## config.mk

```make
export PLATFORM = sky130hd
export DESIGN_NAME = gather_send_queue_unit
export DESIGN_NICKNAME = d
export VERILOG_FILES = /design/src/sv/gsq_pkg.sv /design/src/sv/gather_send_queue_unit.sv /design/src/sv/gsq_desc_mem.sv
export SDC_FILE = /design/constraint.sdc
export NUM_CORES = 2
export LEC_CHECK = 0
export ABC_AREA = 1
export BUFFER_PORTS_ARGS = -buffer_cell sky130_fd_sc_hd__buf_2
export CAP_MARGIN = 20
export CORE_MARGIN = 4
export CORE_UTILIZATION = 45
export DETAILED_ROUTE_END_ITERATION = 10
export REMOVE_ABC_BUFFERS = 1
export SYNTH_ARGS = -nofsm -noshare
export SYNTH_HDL_FRONTEND = slang
export SYNTH_SLANG_ARGS = --single-unit
```

## constraint.sdc

```tcl
create_clock -name clk -period 20.5 [get_ports clk]
set_input_delay 1.025 -clock clk [delete_from_list [all_inputs] [get_ports clk]]
set_output_delay 1.025 -clock clk [all_outputs]
set_load 0.005 [all_outputs]
```

## src/sv/gsq_pkg.sv

```systemverilog
// ---------------------------------------------------------------------------
// gsq_pkg: shared types and constants of the gather send queue
// Request and status codes, field widths and parameter defaults.
// ---------------------------------------------------------------------------
package gsq_pkg;

    // Parameter defaults
    localparam int DEF_QUEUE_DEPTH = 16;
    localparam int DEF_LEN_BITS    = 16;
    localparam int DEF_ADDR_BITS   = 32;

    // Fixed field widths of the stream words
    localparam int PEND_BITS     = 20;
    localparam int SEG_ADDR_BITS = 32;
    localparam int SEG_LEN_BITS  = 16;
    localparam int IN_DATA_BITS  = 72;
    localparam int OUT_DATA_BITS = 72;

    // Most slices one gather emits
    localparam int RESULT_LIMIT = 16;

    // Largest pending byte total
    localparam logic [PEND_BITS-1:0] PENDING_MAX = '1;

    // Request kinds
    typedef enum logic [1:0] {
        REQ_APPEND  = 2'd0,
        REQ_GATHER  = 2'd1,
        REQ_CONSUME = 2'd2
    } req_t;

    // Result status codes
    typedef enum logic [1:0] {
        STAT_OK    = 2'd0,
        STAT_OVER  = 2'd1,
        STAT_FULL  = 2'd2,
        STAT_EMPTY = 2'd3
    } status_t;

endpackage

```

## src/sv/gather_send_queue_unit.sv

```systemverilog
// ---------------------------------------------------------------------------
// gather_send_queue_unit: scatter/gather descriptor queue
// FIFO of (address, length) descriptors with head offset and pending count.
// ---------------------------------------------------------------------------
// One request word is taken at a time. An append, a rejected request or an
// unknown kind goes from the cycle in which the word is taken to a decode
// state that loads its single answer word. A gather likewise takes the word
// and decodes it, and the decode also issues the first descriptor read; then
// it emits one slice word per cycle while the output is not held, at most 16
// slices. A consume, after its decode, walks the descriptors it touches, one
// per cycle through the single read port of the descriptor memory, and then
// loads the answer word. The block takes its next request while the last
// answer still waits in the output register; output back-pressure stalls the
// decode, the slice walk and the answer load.
// Descriptor entries hold garbage until appended and need no clearing.
module gather_send_queue_unit #(
    parameter int QUEUE_DEPTH = gsq_pkg::DEF_QUEUE_DEPTH,
    parameter int LEN_BITS    = gsq_pkg::DEF_LEN_BITS,
    parameter int ADDR_BITS   = gsq_pkg::DEF_ADDR_BITS
) (
    input  logic                              clk,
    input  logic                              rst_n,
    // Request words
    input  logic                              s_axis_tvalid,
    output logic                              s_axis_tready,
    // tdata: buf_addr[31:0], buf_len[47:32], byte_count[67:48], zero fill
    input  logic [gsq_pkg::IN_DATA_BITS-1:0]  s_axis_tdata,
    // tuser: req_type[1:0]
    input  logic [1:0]                        s_axis_tuser,
    // Result words
    output logic                              m_axis_tvalid,
    input  logic                              m_axis_tready,
    // tdata: seg_addr[31:0], seg_len[47:32], pending_bytes[67:48], zero fill
    output logic [gsq_pkg::OUT_DATA_BITS-1:0] m_axis_tdata,
    output logic                              m_axis_tlast,
    // tuser: status[1:0]
    output logic [1:0]                        m_axis_tuser
);

    import gsq_pkg::*;

    localparam int IDX_W = $clog2(QUEUE_DEPTH);
    localparam int CNT_W = $clog2(QUEUE_DEPTH + 1);
    localparam int SL_W  = $clog2(RESULT_LIMIT + 1);
    localparam int CMP_W = (LEN_BITS > PEND_BITS) ? LEN_BITS : PEND_BITS;

    typedef enum logic [3:0] {
        S_IDLE  = 4'b0001,
        S_EXEC  = 4'b0010,
        S_GWALK = 4'b0100,
        S_CWALK = 4'b1000
    } state_t;

    state_t               state_reg, state_next;
    logic [1:0]           req_type_reg;
    logic [ADDR_BITS-1:0] buf_addr_reg;
    logic [LEN_BITS-1:0]  buf_len_reg;
    logic [PEND_BITS-1:0] byte_count_reg;

    logic [IDX_W-1:0]     head_reg, head_next;
    logic [IDX_W-1:0]     tail_reg, tail_next;
    logic [CNT_W-1:0]     count_reg, count_next;
    logic [LEN_BITS-1:0]  offset_reg, offset_next;
    logic [PEND_BITS-1:0] pending_reg, pending_next;

    logic [IDX_W-1:0]     idx_reg, idx_next;
    logic [PEND_BITS-1:0] rem_reg, rem_next;
    logic [CNT_W-1:0]     pos_reg, pos_next;
    logic [SL_W-1:0]      nslice_reg, nslice_next;
    logic                 first_reg, first_next;

    logic                     out_valid_reg, out_valid_next;
    logic [SEG_ADDR_BITS-1:0] out_addr_reg, out_addr_next;
    logic [SEG_LEN_BITS-1:0]  out_len_reg, out_len_next;
    logic                     out_last_reg, out_last_next;
    status_t                  out_status_reg, out_status_next;
    logic [PEND_BITS-1:0]     out_pend_reg, out_pend_next;

    logic                 wr_en;
    logic [ADDR_BITS-1:0] rd_desc_addr;
    logic [LEN_BITS-1:0]  rd_desc_len;

    logic                 in_accept;
    logic                 slot_free;
    logic                 out_load;
    logic                 use_offset;
    logic [LEN_BITS-1:0]  avail;
    logic [CMP_W-1:0]     avail_w;
    logic [CMP_W-1:0]     rem_w;
    logic                 avail_le;
    logic [CMP_W-1:0]     take_w;
    logic [PEND_BITS-1:0] take_p;
    logic [PEND_BITS-1:0] rem_after;
    logic [CNT_W-1:0]     pos_inc;
    logic [SL_W-1:0]      nslice_inc;
    logic                 more;
    logic [ADDR_BITS-1:0] slice_addr;
    logic [CMP_W:0]       append_sum;
    logic                 over;

    function automatic logic [IDX_W-1:0] next_idx(input logic [IDX_W-1:0] i);
        next_idx = (i == IDX_W'(QUEUE_DEPTH - 1)) ? '0 : i + 1'b1;
    endfunction

    assign in_accept = s_axis_tvalid && s_axis_tready;
    assign slot_free = !out_valid_reg || m_axis_tready;

    // Slice and retire datapath on the descriptor being read
    assign use_offset = first_reg || (state_reg == S_CWALK);
    assign avail      = rd_desc_len - (use_offset ? offset_reg : '0);
    assign avail_w    = CMP_W'(avail);
    assign rem_w      = CMP_W'(rem_reg);
    assign avail_le   = avail_w <= rem_w;
    assign take_w     = avail_le ? avail_w : rem_w;
    assign take_p     = PEND_BITS'(take_w);
    assign rem_after  = rem_reg - take_p;
    assign pos_inc    = pos_reg + 1'b1;
    assign nslice_inc = nslice_reg + 1'b1;
    assign more       = (pos_inc < count_reg) && (rem_after != '0)
                        && (nslice_inc < SL_W'(RESULT_LIMIT));
    assign slice_addr = rd_desc_addr + (first_reg ? ADDR_BITS'(offset_reg) : '0);

    // Append bound and request-beyond-pending checks
    assign append_sum = (CMP_W + 1)'(pending_reg) + (CMP_W + 1)'(buf_len_reg);
    assign over       = byte_count_reg > pending_reg;

    // Sequence one request
    always_comb
    begin
        state_next      = state_reg;
        head_next       = head_reg;
        tail_next       = tail_reg;
        count_next      = count_reg;
        offset_next     = offset_reg;
        pending_next    = pending_reg;
        idx_next        = idx_reg;
        rem_next        = rem_reg;
        pos_next        = pos_reg;
        nslice_next     = nslice_reg;
        first_next      = first_reg;
        wr_en           = 1'b0;
        out_load        = 1'b0;
        out_addr_next   = out_addr_reg;
        out_len_next    = out_len_reg;
        out_last_next   = out_last_reg;
        out_status_next = out_status_reg;
        out_pend_next   = out_pend_reg;

        case (state_reg)
            S_IDLE:
            begin
                if (in_accept)
                begin
                    state_next = S_EXEC;
                end
            end

            S_EXEC:
            begin
                out_addr_next   = '0;
                out_len_next    = '0;
                out_last_next   = 1'b1;
                out_status_next = STAT_OK;
                out_pend_next   = pending_reg;
                case (req_type_reg)
                    REQ_APPEND:
                    begin
                        if (slot_free)
                        begin
                            out_load   = 1'b1;
                            state_next = S_IDLE;
                            if (buf_len_reg == '0)
                            begin
                                out_status_next = STAT_EMPTY;
                            end
                            else if (count_reg == CNT_W'(QUEUE_DEPTH)
                                     || append_sum > (CMP_W + 1)'(PENDING_MAX))
                            begin
                                out_status_next = STAT_FULL;
                            end
                            else
                            begin
                                wr_en         = 1'b1;
                                tail_next     = next_idx(tail_reg);
                                count_next    = count_reg + 1'b1;
                                pending_next  = PEND_BITS'(append_sum);
                                out_pend_next = PEND_BITS'(append_sum);
                            end
                        end
                    end

                    REQ_GATHER, REQ_CONSUME:
                    begin
                        if (over)
                        begin
                            out_status_next = STAT_OVER;
                            if (slot_free)
                            begin
                                out_load   = 1'b1;
                                state_next = S_IDLE;
                            end
                        end
                        else if (req_type_reg == REQ_GATHER && count_reg == '0)
                        begin
                            if (slot_free)
                            begin
                                out_load   = 1'b1;
                                state_next = S_IDLE;
                            end
                        end
                        else
                        begin
                            idx_next    = head_reg;
                            rem_next    = byte_count_reg;
                            pos_next    = '0;
                            nslice_next = '0;
                            first_next  = (req_type_reg == REQ_GATHER);
                            state_next  = (req_type_reg == REQ_GATHER) ? S_GWALK
                                                                      : S_CWALK;
                        end
                    end

                    default:
                    begin
                        if (slot_free)
                        begin
                            out_load   = 1'b1;
                            state_next = S_IDLE;
                        end
                    end
                endcase
            end

            S_GWALK:
            begin
                if (slot_free)
                begin
                    out_load        = 1'b1;
                    out_addr_next   = SEG_ADDR_BITS'(slice_addr);
                    out_len_next    = SEG_LEN_BITS'(take_w);
                    out_last_next   = !more;
                    out_status_next = STAT_OK;
                    out_pend_next   = pending_reg;
                    if (more)
                    begin
                        idx_next    = next_idx(idx_reg);
                        rem_next    = rem_after;
                        pos_next    = pos_inc;
                        nslice_next = nslice_inc;
                        first_next  = 1'b0;
                    end
                    else
                    begin
                        state_next = S_IDLE;
                    end
                end
            end

            S_CWALK:
            begin
                if (count_reg == '0 || rem_reg == '0)
                begin
                    out_addr_next   = '0;
                    out_len_next    = '0;
                    out_last_next   = 1'b1;
                    out_status_next = STAT_OK;
                    out_pend_next   = pending_reg;
                    if (slot_free)
                    begin
                        out_load   = 1'b1;
                        state_next = S_IDLE;
                    end
                end
                else
                begin
                    // Retire the head entry or advance into it
                    pending_next = pending_reg - take_p;
                    rem_next     = rem_after;
                    if (avail_le)
                    begin
                        offset_next = '0;
                        head_next   = next_idx(head_reg);
                        idx_next    = next_idx(idx_reg);
                        count_next  = count_reg - 1'b1;
                    end
                    else
                    begin
                        offset_next = offset_reg + LEN_BITS'(take_w);
                    end
                end
            end

            default:
            begin
                state_next = S_IDLE;
            end
        endcase

        out_valid_next = out_load || (out_valid_reg && !m_axis_tready);
    end

    // Control registers
    always_ff @(posedge clk or negedge rst_n)
    begin
        if (!rst_n)
        begin
            state_reg     <= S_IDLE;
            head_reg      <= '0;
            tail_reg      <= '0;
            count_reg     <= '0;
            offset_reg    <= '0;
            pending_reg   <= '0;
            idx_reg       <= '0;
            rem_reg       <= '0;
            pos_reg       <= '0;
            nslice_reg    <= '0;
            first_reg     <= 1'b0;
            out_valid_reg <= 1'b0;
        end
        else
        begin
            state_reg     <= state_next;
            head_reg      <= head_next;
            tail_reg      <= tail_next;
            count_reg     <= count_next;
            offset_reg    <= offset_next;
            pending_reg   <= pending_next;
            idx_reg       <= idx_next;
            rem_reg       <= rem_next;
            pos_reg       <= pos_next;
            nslice_reg    <= nslice_next;
            first_reg     <= first_next;
            out_valid_reg <= out_valid_next;
        end
    end

    // Capture the request word and hold the result word
    always_ff @(posedge clk)
    begin
        if (in_accept)
        begin
            buf_addr_reg   <= ADDR_BITS'(s_axis_tdata[31:0]);
            buf_len_reg    <= LEN_BITS'(s_axis_tdata[47:32]);
            byte_count_reg <= s_axis_tdata[67:48];
            req_type_reg   <= s_axis_tuser;
        end
        if (out_load)
        begin
            out_addr_reg   <= out_addr_next;
            out_len_reg    <= out_len_next;
            out_last_reg   <= out_last_next;
            out_status_reg <= out_status_next;
            out_pend_reg   <= out_pend_next;
        end
    end

    // Descriptor memory: read address follows the walk index
    gsq_desc_mem #(
        .QUEUE_DEPTH (QUEUE_DEPTH),
        .LEN_BITS    (LEN_BITS),
        .ADDR_BITS   (ADDR_BITS),
        .IDX_W       (IDX_W)
    ) u_desc_mem (
        .clk          (clk),
        .wr_en        (wr_en),
        .wr_index     (tail_reg),
        .wr_desc_addr (buf_addr_reg),
        .wr_desc_len  (buf_len_reg),
        .rd_index     (idx_next),
        .rd_desc_addr (rd_desc_addr),
        .rd_desc_len  (rd_desc_len)
    );

    // Drive the stream ports
    assign s_axis_tready = (state_reg == S_IDLE);
    assign m_axis_tvalid = out_valid_reg;
    assign m_axis_tdata  = {4'b0000, out_pend_reg, out_len_reg, out_addr_reg};
    assign m_axis_tlast  = out_last_reg;
    assign m_axis_tuser  = out_status_reg;

`ifndef SYNTHESIS
    a_count_bound: assert property (@(posedge clk) disable iff (!rst_n)
        count_reg <= CNT_W'(QUEUE_DEPTH))
        else $error("entry count above queue depth");

    a_empty_clean: assert property (@(posedge clk) disable iff (!rst_n)
        (count_reg == '0) |-> (pending_reg == '0 && offset_reg == '0))
        else $error("empty queue with pending bytes or head offset");

    a_write_in_exec: assert property (@(posedge clk) disable iff (!rst_n)
        wr_en |-> (state_reg == S_EXEC && req_type_reg == REQ_APPEND))
        else $error("descriptor write outside append");

    a_cwalk_at_head: assert property (@(posedge clk) disable iff (!rst_n)
        (state_reg == S_CWALK) |-> (idx_reg == head_reg))
        else $error("consume walk index lost the head");

    a_load_free: assert property (@(posedge clk) disable iff (!rst_n)
        (out_valid_reg && !m_axis_tready) |=> ($stable(out_addr_reg)
            && $stable(out_pend_reg) && $stable(out_last_reg)))
        else $error("held result word overwritten");
`endif

endmodule

```

## src/sv/gsq_desc_mem.sv

```systemverilog
// ---------------------------------------------------------------------------
// gsq_desc_mem: descriptor storage
// One write port and one read port; read data is registered.
// ---------------------------------------------------------------------------
module gsq_desc_mem #(
    parameter int QUEUE_DEPTH = gsq_pkg::DEF_QUEUE_DEPTH,
    parameter int LEN_BITS    = gsq_pkg::DEF_LEN_BITS,
    parameter int ADDR_BITS   = gsq_pkg::DEF_ADDR_BITS,
    parameter int IDX_W       = $clog2(QUEUE_DEPTH)
) (
    input  logic                 clk,
    input  logic                 wr_en,
    input  logic [IDX_W-1:0]     wr_index,
    input  logic [ADDR_BITS-1:0] wr_desc_addr,
    input  logic [LEN_BITS-1:0]  wr_desc_len,
    input  logic [IDX_W-1:0]     rd_index,
    output logic [ADDR_BITS-1:0] rd_desc_addr,
    output logic [LEN_BITS-1:0]  rd_desc_len
);

    logic [ADDR_BITS-1:0] addr_mem [QUEUE_DEPTH];
    logic [LEN_BITS-1:0]  len_mem  [QUEUE_DEPTH];

    // Write the appended descriptor
    always_ff @(posedge clk)
    begin
        if (wr_en)
        begin
            addr_mem[wr_index] <= wr_desc_addr;
            len_mem[wr_index]  <= wr_desc_len;
        end
    end

    // Register the read data
    always_ff @(posedge clk)
    begin
        rd_desc_addr <= addr_mem[rd_index];
        rd_desc_len  <= len_mem[rd_index];
    end

endmodule
```

==> report_table.html <==
<table>
<tr><th>Metric</th><th>Value</th></tr>
<tr><th colspan="2">Yosys</th></tr>
<tr><td>EDFF count, synth</td><td>909</td></tr>
<tr><td>Count of different cell masters after synthesis</td><td>63</td></tr>
<tr><td>Synth Cell Area</td><td>50800 µm²</td></tr>
<tr><td>Most frequent cells after synthesis</td><td>sky130_fd_sc_hd__nand3_1, sky130_fd_sc_hd__edfxtp_1, sky130_fd_sc_hd__nand2_1, sky130_fd_sc_hd__inv_1, sky130_fd_sc_hd__nand3b_1</td></tr>
<tr><td>Most numerous cell in the Yosys netlist</td><td>sky130_fd_sc_hd__nand3_1</td></tr>
<tr><td>Proportion of register bits with asynchronous set or reset after synthesis</td><td>8.51%</td></tr>
<tr><td>FF+latch count, synth</td><td>~1000</td></tr>
<tr><td>Biggest area contributors in the synthesized netlist</td><td>sky130_fd_sc_hd__edfxtp_1, sky130_fd_sc_hd__nand3_1, sky130_fd_sc_hd__nand2_1</td></tr>
<tr><td>Yosys top cell by area</td><td>sky130_fd_sc_hd__edfxtp_1</td></tr>
<tr><td>Area share of the leading cell type in the synthesized netlist</td><td>about 54%</td></tr>
<tr><td>Most used DFF post-synth</td><td>sky130_fd_sc_hd__edfxtp_1</td></tr>
<tr><td>Portion of the post-synthesis area used by sequential elements</td><td>60.0%</td></tr>
<tr><td>Cells after synthesis</td><td>5100</td></tr>
<tr><td>Yosys warning count</td><td>0</td></tr>
<tr><td>Synth Area per Inst</td><td>roughly 10 µm²</td></tr>
<tr><th colspan="2">Worst setup path</th></tr>
<tr><td>Critical-path cell with the highest stage delay</td><td>sky130_fd_sc_hd__buf_4</td></tr>
<tr><td>Critical path capture point type</td><td>flop</td></tr>
<tr><td>Largest driver fanout on the critical path</td><td>127</td></tr>
<tr><td>Most common cell on crit path</td><td>sky130_fd_sc_hd__nor2_1</td></tr>
<tr><td>Dominant delay contributor by cell family on the critical path</td><td>simple AND/OR/NAND/NOR gates</td></tr>
<tr><td>Buffering stage count on the worst path with inverters included</td><td>6</td></tr>
<tr><td>Register-to-register setup slack</td><td>8.06 ns</td></tr>
<tr><td>Maximum cell stage delay along the critical path</td><td>0.93 ns</td></tr>
<tr><td>Crit Path Class</td><td>flop to flop</td></tr>
<tr><td>Data required time at the worst endpoint</td><td>21.03 ns</td></tr>
<tr><td>Kind of start point of the critical path</td><td>flop</td></tr>
<tr><td>Crit path DAT</td><td>between 10 and 15 ns</td></tr>
<tr><th colspan="2">Floorplan</th></tr>
<tr><td>Die Area</td><td>118000 µm²</td></tr>
<tr><td># IOs</td><td>roughly 160</td></tr>
<tr><td>Die Height</td><td>344 µm</td></tr>
<tr><td>Die X</td><td>~340 µm</td></tr>
<tr><td>Starting utilization of the core area</td><td>45.2%</td></tr>
<tr><td>Std-Cell Core Area</td><td>112000 µm²</td></tr>
<tr><td>Floorplan row count</td><td>123</td></tr>
<tr><th colspan="2">Pwr</th></tr>
<tr><td>IR Drop Worst-Case VDD</td><td>0.000202 V</td></tr>
<tr><td>Switching share of total power</td><td>45.8%</td></tr>
<tr><td>Share of power burned in the clock network</td><td>20.9%</td></tr>
<tr><td>Leakage power total</td><td>24.1 nW</td></tr>
<tr><td>Cell internal pwr</td><td>between 0.005 and 0.006 W</td></tr>
<tr><td>Combinational Power Share</td><td>49.7%</td></tr>
<tr><td>Switch Pwr</td><td>0.00443 W</td></tr>
<tr><td>Total power divided by cell area</td><td>171 nW/µm²</td></tr>
<tr><td>Sequential share of power</td><td>29.4%</td></tr>
<tr><th colspan="2">Layout</th></tr>
<tr><td>Utilization after layout</td><td>50.3%</td></tr>
<tr><td>Max reg flops</td><td>512</td></tr>
<tr><td>Non-filler instance count after layout</td><td>6775</td></tr>
<tr><td>Fraction of final layout cells with drive strength greater than 1</td><td>just over 8%</td></tr>
<tr><td>Signed area change from the synthesized netlist to the final layout</td><td>11.2%</td></tr>
<tr><td>Largest Register</td><td>u_desc_mem.addr_mem</td></tr>
<tr><td>Post-Layout Inst Area</td><td>56500 µm²</td></tr>
<tr><td>Final layout net count</td><td>about 5400</td></tr>
<tr><td>Leading registers by flop count</td><td>u_desc_mem.addr_mem: 512 flops, u_desc_mem.len_mem: 256 flops</td></tr>
<tr><th colspan="2">Clock tree</th></tr>
<tr><td>Resized Gates After CTS</td><td>0</td></tr>
<tr><td>Total number of clock tree sinks</td><td>1046</td></tr>
<tr><td>Setup fix buffers added after clock tree synthesis</td><td>0</td></tr>
<tr><td>CTS Buf Count</td><td>109</td></tr>
<tr><td>TritonCTS clock tree</td><td>yes</td></tr>
<tr><td>Clock latency on the worst-skew pair</td><td>~0.7 ns</td></tr>
<tr><td>Hold buffers post-CTS</td><td>0</td></tr>
<tr><td>Clock-pin transition on the worst setup and hold timing paths</td><td>0.06 ns</td></tr>
<tr><td>CTS H-Tree Depth</td><td>3</td></tr>
<tr><td>Master cell of the clock root buffer</td><td>sky130_fd_sc_hd__clkbuf_16</td></tr>
<tr><td>Clock tree buffer depth</td><td>3</td></tr>
<tr><th colspan="2">STA</th></tr>
<tr><td>Final Slew Violations</td><td>0</td></tr>
<tr><td>Max-slew headroom</td><td>roughly 18%</td></tr>
<tr><td>Worst Tran Pin Value</td><td>1.23 ns</td></tr>
<tr><td>Number of hold violations in the final report</td><td>0</td></tr>
<tr><td>Period utilization</td><td>about three fifths</td></tr>
<tr><td>Achievable clock frequency</td><td>80.4 MHz</td></tr>
<tr><td>Final worst hold slack</td><td>0.231 ns</td></tr>
<tr><td>Fin Clk Skew</td><td>approximately 0.028 ns</td></tr>
<tr><td>Final Setup Violations</td><td>0</td></tr>
<tr><td>RSZ-0062 raised after global routing</td><td>no</td></tr>
<tr><td>Final TNS setup</td><td>0 ns</td></tr>
<tr><td>Final period demand of the worst path</td><td>~12 ns</td></tr>
<tr><th colspan="2">Routing</th></tr>
<tr><td>Total via count in the routed design</td><td>36300</td></tr>
<tr><td>Pre-antenna DRT Iters</td><td>8</td></tr>
<tr><td>Post-route antenna net violation count</td><td>0</td></tr>
<tr><td>Post-route DRC violation count</td><td>0</td></tr>
<tr><td>Average detailed-routed wire length per instance</td><td>20.6 µm</td></tr>
<tr><td>Drt initial violations</td><td>3352</td></tr>
<tr><td>Via count normalized by instance count</td><td>5.35</td></tr>
<tr><td>Routed wire length</td><td>140 mm</td></tr>
<tr><th colspan="2">Place</th></tr>
<tr><td>Port Buffer Count</td><td>about 150</td></tr>
<tr><td>Dpl hpwl</td><td>80.3 mm</td></tr>
<tr><td>Placed cell count</td><td>6568</td></tr>
<tr><td>Post-detailed-placement cell area</td><td>52800 µm²</td></tr>
<tr><td>Weighted congestion at the end of routability-driven global placement</td><td>0.884</td></tr>
<tr><th colspan="2">Global route</th></tr>
<tr><td>First-pass GRT wire length</td><td>209 mm</td></tr>
<tr><td>Met2 Resource Use GR</td><td>38.0%</td></tr>
<tr><td>GRT met3 Usage</td><td>3.38%</td></tr>
<tr><td>Most crowded layer after global routing</td><td>met2</td></tr>
<tr><td>Remaining Overflow, GRT</td><td>0</td></tr>
<tr><td>GR Util met1</td><td>roughly a third</td></tr>
<tr><td>Global-route usage over all layers</td><td>23.2%</td></tr>
<tr><td>Largest net degree at the start of global routing</td><td>180</td></tr>
<tr><td>Antenna violations before repair</td><td>5</td></tr>
<tr><td>Number of global-route vias before repair</td><td>34100</td></tr>
<tr><th colspan="2">Outcome</th></tr>
<tr><td>Run status</td><td>complete, no violations</td></tr>
<tr><th colspan="2">Min path</th></tr>
<tr><td>Type of the most critical hold path</td><td>primary input to asynchronous set/reset pin</td></tr>
<tr><th colspan="2">Run</th></tr>
<tr><td>Max-capacitance violation count</td><td>0</td></tr>
</table>
## worst paths after layout
kind                                                          end  depth (start not counted)                startpoint
worst max-delay path            u_desc_mem.rd_desc_len[9]$_DFF_P_                         52  state_reg[0]$_DFFE_PN1P_
worst min-delay path                      rem_reg[16]$_DFFE_PN0P_                          1                     rst_n
worst max register to register  u_desc_mem.rd_desc_len[9]$_DFF_P_                         52  state_reg[0]$_DFFE_PN1P_
worst min register to register            head_reg[3]$_DFFE_PN0P_                          1   head_reg[3]$_DFFE_PN0P_
max in group asynchronous               offset_reg[8]$_DFFE_PN0P_                          2                     rst_n
min in group clk                          head_reg[3]$_DFFE_PN0P_                          1   head_reg[3]$_DFFE_PN0P_
## logic make-up (layout without fill, tap and decap cells)
family / Yosys count / in the layout / share of synthesized area, %
xor+xnor: 67 / 67 / 1.15
compound gates: 416 / 416 / 4.61
simple gates: 2301 / 2301 / 21.2
flops: 1046 / 1046 / 60.0
buf+inv: 1110 / 1279 / 8.98
other cells: 2 / 8 / 0.0148
fa+ha+maj: 158 / 158 / 3.99
## layout by cell type, fill, tap and decap left out, types with 88 or more instances in the layout
| cell type | synthesis | routed |
|---|---|---|
| sky130_fd_sc_hd__nand3_1 | 964 | 964 |
| sky130_fd_sc_hd__nand2_1 | 907 | 906 |
| sky130_fd_sc_hd__o21ai_0 | 160 | 160 |
| sky130_fd_sc_hd__dfrtp_1 | 88 | 88 |
| sky130_fd_sc_hd__buf_2 | 86 | 145 |
| sky130_fd_sc_hd__nor2_1 | 158 | 140 |
| sky130_fd_sc_hd__clkbuf_16 | 0 | 110 |
| sky130_fd_sc_hd__edfxtp_1 | 909 | 909 |
| sky130_fd_sc_hd__nand3b_1 | 195 | 195 |
| sky130_fd_sc_hd__inv_1 | 861 | 858 |
| sky130_fd_sc_hd__ha_1 | 151 | 151 |
| sky130_fd_sc_hd__a21oi_1 | 153 | 153 |
## area by class of cell
class / instances / area [µm²]
antenna: 1 / 2.50
inverter: 869 / 3260
clock buffer: 142 / 2930
tap: 1500 / 1880
clock inverter: 63 / 712
multi-input combinational: 2949 / 16000
fill: 10100 / 55800
sequential: 1046 / 30500
timing repair buffer: 205 / 1250
## layer usage
metal | vias up | wire length, µm
met3 | 222 | 9650
met4 | 2 | 3820
met5 | - | 20
li1 | 17300 | -
met1 | 17500 | 60800
met2 | 1230 | 65600
## power by group through the flow
stage	clock (W)	combinational [W]	sequential, W
floorplan	0	0.00346	0.00277
global placement	0	0.00470	0.00287
detailed placement	0	0.00475	0.00288
CTS	0.00205	0.00478	0.00283
global route	0.00214	0.00536	0.00286
finish	0.00202	0.00480	0.00284
## metrics by stage
step	total power, W	worst slack (ns)
floorplan	0.00623	5.49
global placement	0.00757	8.34
detailed placement	0.00763	8.23
CTS	0.00966	8.19
global route	0.0104	7.31
finish	0.00965	8.06
Power figures use the tool's default switching activity.
